**src/rtl/cev_pkg.sv**
```systemverilog
// Shared types, widths and codes for the capsule envelope voxel classifier.
package cev_pkg;

	localparam int COORD_W    = 24;
	localparam int DIFF_W     = COORD_W + 1;
	localparam int SQ_W       = 2 * DIFF_W;
	localparam int DOT_W      = SQ_W + 1;
	localparam int LABEL_W    = 16;
	localparam int EDGE_W     = 8;
	localparam int RSQ_W      = 49;
	localparam int RSQ_MAG_W  = RSQ_W - 1;
	localparam int MUL_W      = (SQ_W > RSQ_MAG_W) ? SQ_W : RSQ_MAG_W;
	localparam int MUL_LO_W   = (MUL_W + 1) / 2;
	localparam int MUL_HI_W   = MUL_W - MUL_LO_W;
	localparam int PROD_W     = 2 * MUL_W;
	localparam int RHS_W      = PROD_W + 1;
	localparam int NUM_REGS   = 8;
	localparam int REG_LSB    = 3;
	localparam int APB_ADDR_W = $clog2(NUM_REGS) + REG_LSB;
	localparam int APB_DATA_W = 64;

	localparam logic [EDGE_W-1:0] EDGE_RESET = 8'd2;

	typedef enum logic [2:0] {
		REG_EDGE_LABEL,
		REG_HEAD_X,
		REG_HEAD_Y,
		REG_HEAD_Z,
		REG_TAIL_X,
		REG_TAIL_Y,
		REG_TAIL_Z,
		REG_RADIUS_SQ
	} reg_idx_t;

	typedef enum logic [2:0] {
		CAUSE_BG      = 3'd0,
		CAUSE_LABEL   = 3'd1,
		CAUSE_HEAD    = 3'd2,
		CAUSE_TAIL    = 3'd3,
		CAUSE_CYL     = 3'd4,
		CAUSE_OUTSIDE = 3'd5
	} cause_t;

	typedef logic signed [COORD_W-1:0] coord_t;
	typedef logic signed [DIFF_W-1:0]  diff_t;

	typedef struct packed {
		logic [LABEL_W-1:0]        body_label;
		logic signed [COORD_W-1:0] pos_x;
		logic signed [COORD_W-1:0] pos_y;
		logic signed [COORD_W-1:0] pos_z;
	} in_word_t;

	typedef struct packed {
		logic       in_domain;
		logic [2:0] cause;
	} out_word_t;

	typedef struct packed {
		logic [EDGE_W-1:0]         edge_label;
		logic signed [COORD_W-1:0] head_x;
		logic signed [COORD_W-1:0] head_y;
		logic signed [COORD_W-1:0] head_z;
		logic signed [COORD_W-1:0] tail_x;
		logic signed [COORD_W-1:0] tail_y;
		logic signed [COORD_W-1:0] tail_z;
		logic [RSQ_W-1:0]          radius_sq;
	} cfg_t;

	// label decode: env set means the envelope tests decide
	typedef struct packed {
		logic   env;
		cause_t cause;
	} pre_t;

	typedef struct packed {
		logic [SQ_W-1:0]         hp2;
		logic [SQ_W-1:0]         tp2;
		logic [SQ_W-1:0]         d2;
		logic signed [DOT_W-1:0] dot;
		pre_t                    pre;
	} sums_t;

	// cyl_chk: cause still hangs on the final cross-term compare
	typedef struct packed {
		logic   cyl_chk;
		cause_t cause;
	} flags_t;

endpackage

```
**src/rtl/cev_cfg.sv**
```systemverilog
// APB register file holding the bone geometry and envelope radius.
module cev_cfg (
	input  logic                                clk,
	input  logic                                arst_n,
	input  logic                                psel,
	input  logic                                penable,
	input  logic                                pwrite,
	input  logic [cev_pkg::APB_ADDR_W-1:0]      paddr,
	input  logic [cev_pkg::APB_DATA_W-1:0]      pwdata,
	output logic [cev_pkg::APB_DATA_W-1:0]      prdata,
	output logic                                pready,
	output cev_pkg::cfg_t                       cfg
);

	localparam int ADDR_W  = cev_pkg::APB_ADDR_W;
	localparam int DATA_W  = cev_pkg::APB_DATA_W;
	localparam int REG_LSB = cev_pkg::REG_LSB;
	localparam int COORD_W = cev_pkg::COORD_W;
	localparam int EDGE_W  = cev_pkg::EDGE_W;
	localparam int RSQ_W   = cev_pkg::RSQ_W;

	cev_pkg::cfg_t     cfg_q;
	cev_pkg::reg_idx_t idx;
	logic              wr;

	assign idx    = cev_pkg::reg_idx_t'(paddr[ADDR_W-1:REG_LSB]);
	assign wr     = psel && penable && pwrite;
	assign pready = 1'b1;
	assign cfg    = cfg_q;

	always_ff @(posedge clk or negedge arst_n) begin
		if (!arst_n) begin
			cfg_q.edge_label <= cev_pkg::EDGE_RESET;
			cfg_q.head_x     <= '0;
			cfg_q.head_y     <= '0;
			cfg_q.head_z     <= '0;
			cfg_q.tail_x     <= '0;
			cfg_q.tail_y     <= '0;
			cfg_q.tail_z     <= '0;
			cfg_q.radius_sq  <= '1;
		end else if (wr) begin
			case (idx)
				cev_pkg::REG_EDGE_LABEL: cfg_q.edge_label <= pwdata[EDGE_W-1:0];
				cev_pkg::REG_HEAD_X:     cfg_q.head_x     <= pwdata[COORD_W-1:0];
				cev_pkg::REG_HEAD_Y:     cfg_q.head_y     <= pwdata[COORD_W-1:0];
				cev_pkg::REG_HEAD_Z:     cfg_q.head_z     <= pwdata[COORD_W-1:0];
				cev_pkg::REG_TAIL_X:     cfg_q.tail_x     <= pwdata[COORD_W-1:0];
				cev_pkg::REG_TAIL_Y:     cfg_q.tail_y     <= pwdata[COORD_W-1:0];
				cev_pkg::REG_TAIL_Z:     cfg_q.tail_z     <= pwdata[COORD_W-1:0];
				cev_pkg::REG_RADIUS_SQ:  cfg_q.radius_sq  <= pwdata[RSQ_W-1:0];
				default: ;
			endcase
		end
	end

	// signed registers read back sign-extended
	always_comb begin
		case (idx)
			cev_pkg::REG_EDGE_LABEL: prdata = DATA_W'(cfg_q.edge_label);
			cev_pkg::REG_HEAD_X:     prdata = DATA_W'($signed(cfg_q.head_x));
			cev_pkg::REG_HEAD_Y:     prdata = DATA_W'($signed(cfg_q.head_y));
			cev_pkg::REG_HEAD_Z:     prdata = DATA_W'($signed(cfg_q.head_z));
			cev_pkg::REG_TAIL_X:     prdata = DATA_W'($signed(cfg_q.tail_x));
			cev_pkg::REG_TAIL_Y:     prdata = DATA_W'($signed(cfg_q.tail_y));
			cev_pkg::REG_TAIL_Z:     prdata = DATA_W'($signed(cfg_q.tail_z));
			cev_pkg::REG_RADIUS_SQ:  prdata = DATA_W'($signed(cfg_q.radius_sq));
			default:                 prdata = '0;
		endcase
	end

endmodule

```
**config.mk**
```make
export PLATFORM = sky130hd
export DESIGN_NAME = cev_cfg
export DESIGN_NICKNAME = d
export VERILOG_FILES = /design/src/rtl/cev_pkg.sv /design/src/rtl/cev_cfg.sv
export SDC_FILE = /design/constraint.sdc
export NUM_CORES = 1
export LEC_CHECK = 0
export ABC_AREA = 1
export BUFFER_PORTS_ARGS = -buffer_cell sky130_fd_sc_hd__buf_2
export CAP_MARGIN = 30
export CORE_ASPECT_RATIO = 0.7
export CORE_UTILIZATION = 50
export DETAILED_ROUTE_END_ITERATION = 10
export PLACE_DENSITY_LB_ADDON = 0.12
export SKIP_LAST_GASP = 1
export SYNTH_ARGS = -nofsm -noshare
export SYNTH_HDL_FRONTEND = slang
export SYNTH_SLANG_ARGS = --single-unit
```
**constraint.sdc**
```tcl
create_clock -name clk -period 2.5 [get_ports clk]
set_input_delay 0.5 -clock clk [delete_from_list [all_inputs] [get_ports clk]]
set_output_delay 0.5 -clock clk [all_outputs]
set_load 0.02 [all_outputs]
```
==> run summary <==
Run status -> completed
Slew headroom -> 63.9%
GRT Util Overall -> 31.6%
Wire per inst -> 17.7 µm
Iter 0 DRT Violations -> 828
Root Buffer -> clkbuf_16
Worst Max-Slew Pin Slew -> 0.541 ns
Via density -> 5.39
Via count -> 9511
F_max -> 414 MHz
Largest buffer count on any clock path -> 3
Core Rows -> 42
DRT Wirelength -> 31300 µm
Final setup viols -> 0
Area of the mapped netlist -> 9670 µm²
Tcrit/Tclk final -> 96.7%
Hold Path Stages -> 3
Cell variety after synth -> 25
Syn_nets -> 1296
PortBufs -> 321
Clock sink count -> 201
Initial antenna violation count -> 1
Hold Crit Start -> pwdata[46]
CTS tree -> done
Setup bufs post-CTS -> 0
TritonRoute pass-1 iters -> 5
Die Height -> 118 µm
DRC -> 0
Slowest Stage Delay on Critical Path -> 0.28 ns
Hold Crit Class -> input port to register
Reg2reg path depth -> 2
Fillcell total -> 1660
Placed inst area -> 11500 µm²
Hold Vio Cnt, Final -> 0
Setup slack, reg-to-reg -> 1.68 ns
Die width -> 168 µm
CP Launch Type -> input port
H-Tree Depth -> 1
Number of global-route vias before repair -> 8587
Critical Path Sink Type -> primary output
YS warnings -> 0
I/O pin cnt -> 341
Area of the die -> 19900 µm²
Post-Route Skew -> 0 ns
Yosys reg bits -> 201
Syn-to-layout area delta -> 26.7%
Clk_lat worst skew -> 0.49 ns
Req. time, crit path -> 2.00 ns
RR Endpoint -> cfg[19]
Slew Viols, Final -> 0
EDFF count, synth -> 0
Mean Syn Cell Area -> 7.92 µm²
Total CTS buffers -> 20
Gpl congestion -> 0.881
Sequential cell area fraction in the yosys report -> 52.6%
Final Critical Period -> 2.42 ns
Leak -> 6.62 nW
Largest net degree at the start of global routing -> 99
Setup CP Type -> input port to primary output
Max reg flops -> 201
Critical-path cell list -> clkbuf_4 > inv_2 > nand3_2 > nor2_1 > nor2_2 > buf_4 > nand2_1 > buf_2
Clock Pin Slew Worst Setup and Hold Paths -> 0.07 ns
First-pass GRT wire length -> 48900 µm
Final ANT Viol Nets -> 0
Post-synth ARST share -> 100%
Syn Inst Count -> 1221
Pwr per Cell Area -> 892 nW/µm²
R2r startpoint -> cfg[19]
Main flop type after synthesis -> dfrtp_1
Max VDD drop -> 521 µV
CORE AREA -> 18900 µm²
HPWL reported at the end of detailed placement -> 21400 µm
Post-route cell area -> 12300 µm²
Max-cap violations -> 0
Critical path data arrival time -> 1.92 ns
Share of cells above drive strength 1 -> 30.9%
CP max stage cell -> inv_2
Layout Nets -> 1583
Initial Utilization -> 51.1%
Grt ovf -> 0
Min-Delay Endpoint -> cfg[46]
Worst-path fanout max -> 25
Total power -> 0.0109 W
==> cells by family (layout without fill, tap and decap cells) <==
kind of cell,count (synthesis),in the layout,share of synthesized area (%)
simple gates,529,529,23.4
buf+inv,234,535,10.7
compound gates,256,256,13.3
other cells,1,3,0.0388
flops,201,201,52.6
==> worst max-delay path by stage <==
| stage | startpoint | slack (ns) | cells after the start | to |
|---|---|---|---|---|
| floorplan | paddr[3] | 0.09 | 8 | prdata[49] |
| global placement | paddr[3] | 0.04 | 8 | prdata[23] |
| detailed placement | paddr[3] | -0.002 | 8 | prdata[24] |
| CTS | paddr[3] | 0.0004 | 8 | prdata[24] |
| global route | paddr[3] | -0.0007 | 8 | prdata[28] |
| finish | paddr[3] | 0.08 | 8 | prdata[47] |
==> timing repair <==
| action | CTS | global route |
|---|---|---|
| setup endpoints to repair | 0 | 38 |
| hold endpoints to repair | 46 | 0 |
| hold buffers | 1 | 0 |
| gates resized for setup | 0 | 5 |
==> cell type report <==
type | instances | area (µm²) | area share, %
clock inverters | 9 | 87.6 | 0.714
flip-flops and latches | 201 | 5090 | 41.5
inverters | 134 | 505 | 4.12
clock buffers | 27 | 598 | 4.88
well taps | 242 | 303 | 2.47
multi-input cells | 786 | 3580 | 29.2
diodes | 2 | 5.00 | 0.0408
repair buffers | 365 | 2090 | 17.0
==> per-layer routing <==
metal | GRT usage, % | wire [µm] | share of wire [%] | vias to the layer above
li1 | - | - | - | 4505
met1 | 45.3 | 13300 | 43 | 4435
met2 | 48.3 | 13900 | 45 | 515
met3 | 7.47 | 3290 | 11 | 56
met4 | 8.24 | 732 | 2.3 | 0
met5 | 0 | 0 | 0 | -
==> layout by cell type (no fill, tap or decap), drive strengths merged, types with 2 or more instances in the layout <==
| cell | Yosys | layout |
|---|---|---|
| buf | 66 | 362 |
| nand2 | 292 | 292 |
| o21ai | 230 | 230 |
| dfrtp | 151 | 151 |
| inv | 134 | 136 |
| nor2 | 126 | 126 |
| nand4 | 74 | 74 |
| dfstp | 50 | 50 |
| nand3 | 33 | 33 |
| clkbuf | 34 | 29 |
| a21oi | 26 | 26 |
| clkinv | 0 | 5 |
| nor3 | 3 | 3 |
| diode | 0 | 2 |
==> cells in the mapped netlist (2+ instances only) <==
master / number / share of area [%]
inv_1: 129 / 5.0
nand3_2: 3 / 0.31
o21ai_0: 203 / 11
buf_2: 32 / 1.7
buf_4: 22 / 1.7
nor2_1: 123 / 4.8
nand3_1: 30 / 1.6
o21ai_1: 26 / 1.3
inv_2: 5 / 0.19
nor2_2: 2 / 0.13
nand4_1: 74 / 4.8
buf_1: 8 / 0.31
dfstp_2: 50 / 14
buf_6: 4 / 0.47
clkbuf_1: 34 / 1.3
a21oi_1: 26 / 1.3
dfrtp_1: 151 / 39
nand2_1: 292 / 11
==> where the power goes <==
| group | total [W] | internal (W) | leakage, nW | switching (W) |
|---|---|---|---|---|
| clock | 0.00312 | 0.00180 | 0.339 | 0.00132 |
| sequential | 0.00455 | 0.00401 | 2.42 | 0.000534 |
| combinational | 0.00327 | 0.00105 | 3.87 | 0.00222 |
==> stage by stage <==
stage               instances  hold WS [ns]   TNS (ns)  utilization (%)  setup WS (ns)
floorplan                1221         0.204          0                -         0.0893
global placement         1726         0.469          0             60.9         0.0378
detailed placement       1726         0.472   -0.00167             60.9       -0.00167
CTS                      1763         0.184          0             64.6       0.000409
global route             1765         0.187  -0.000713             64.8      -0.000713
finish                   1766         0.199          0             64.8         0.0836
==> worst max-delay path, delay by kind of cell <==
| kind | cells | cell delay [ns] |
|---|---|---|
| buf+inv | 4 | 0.87 |
| simple gates | 4 | 0.54 |
No activity file was read; power rests on OpenSTA's default activity.
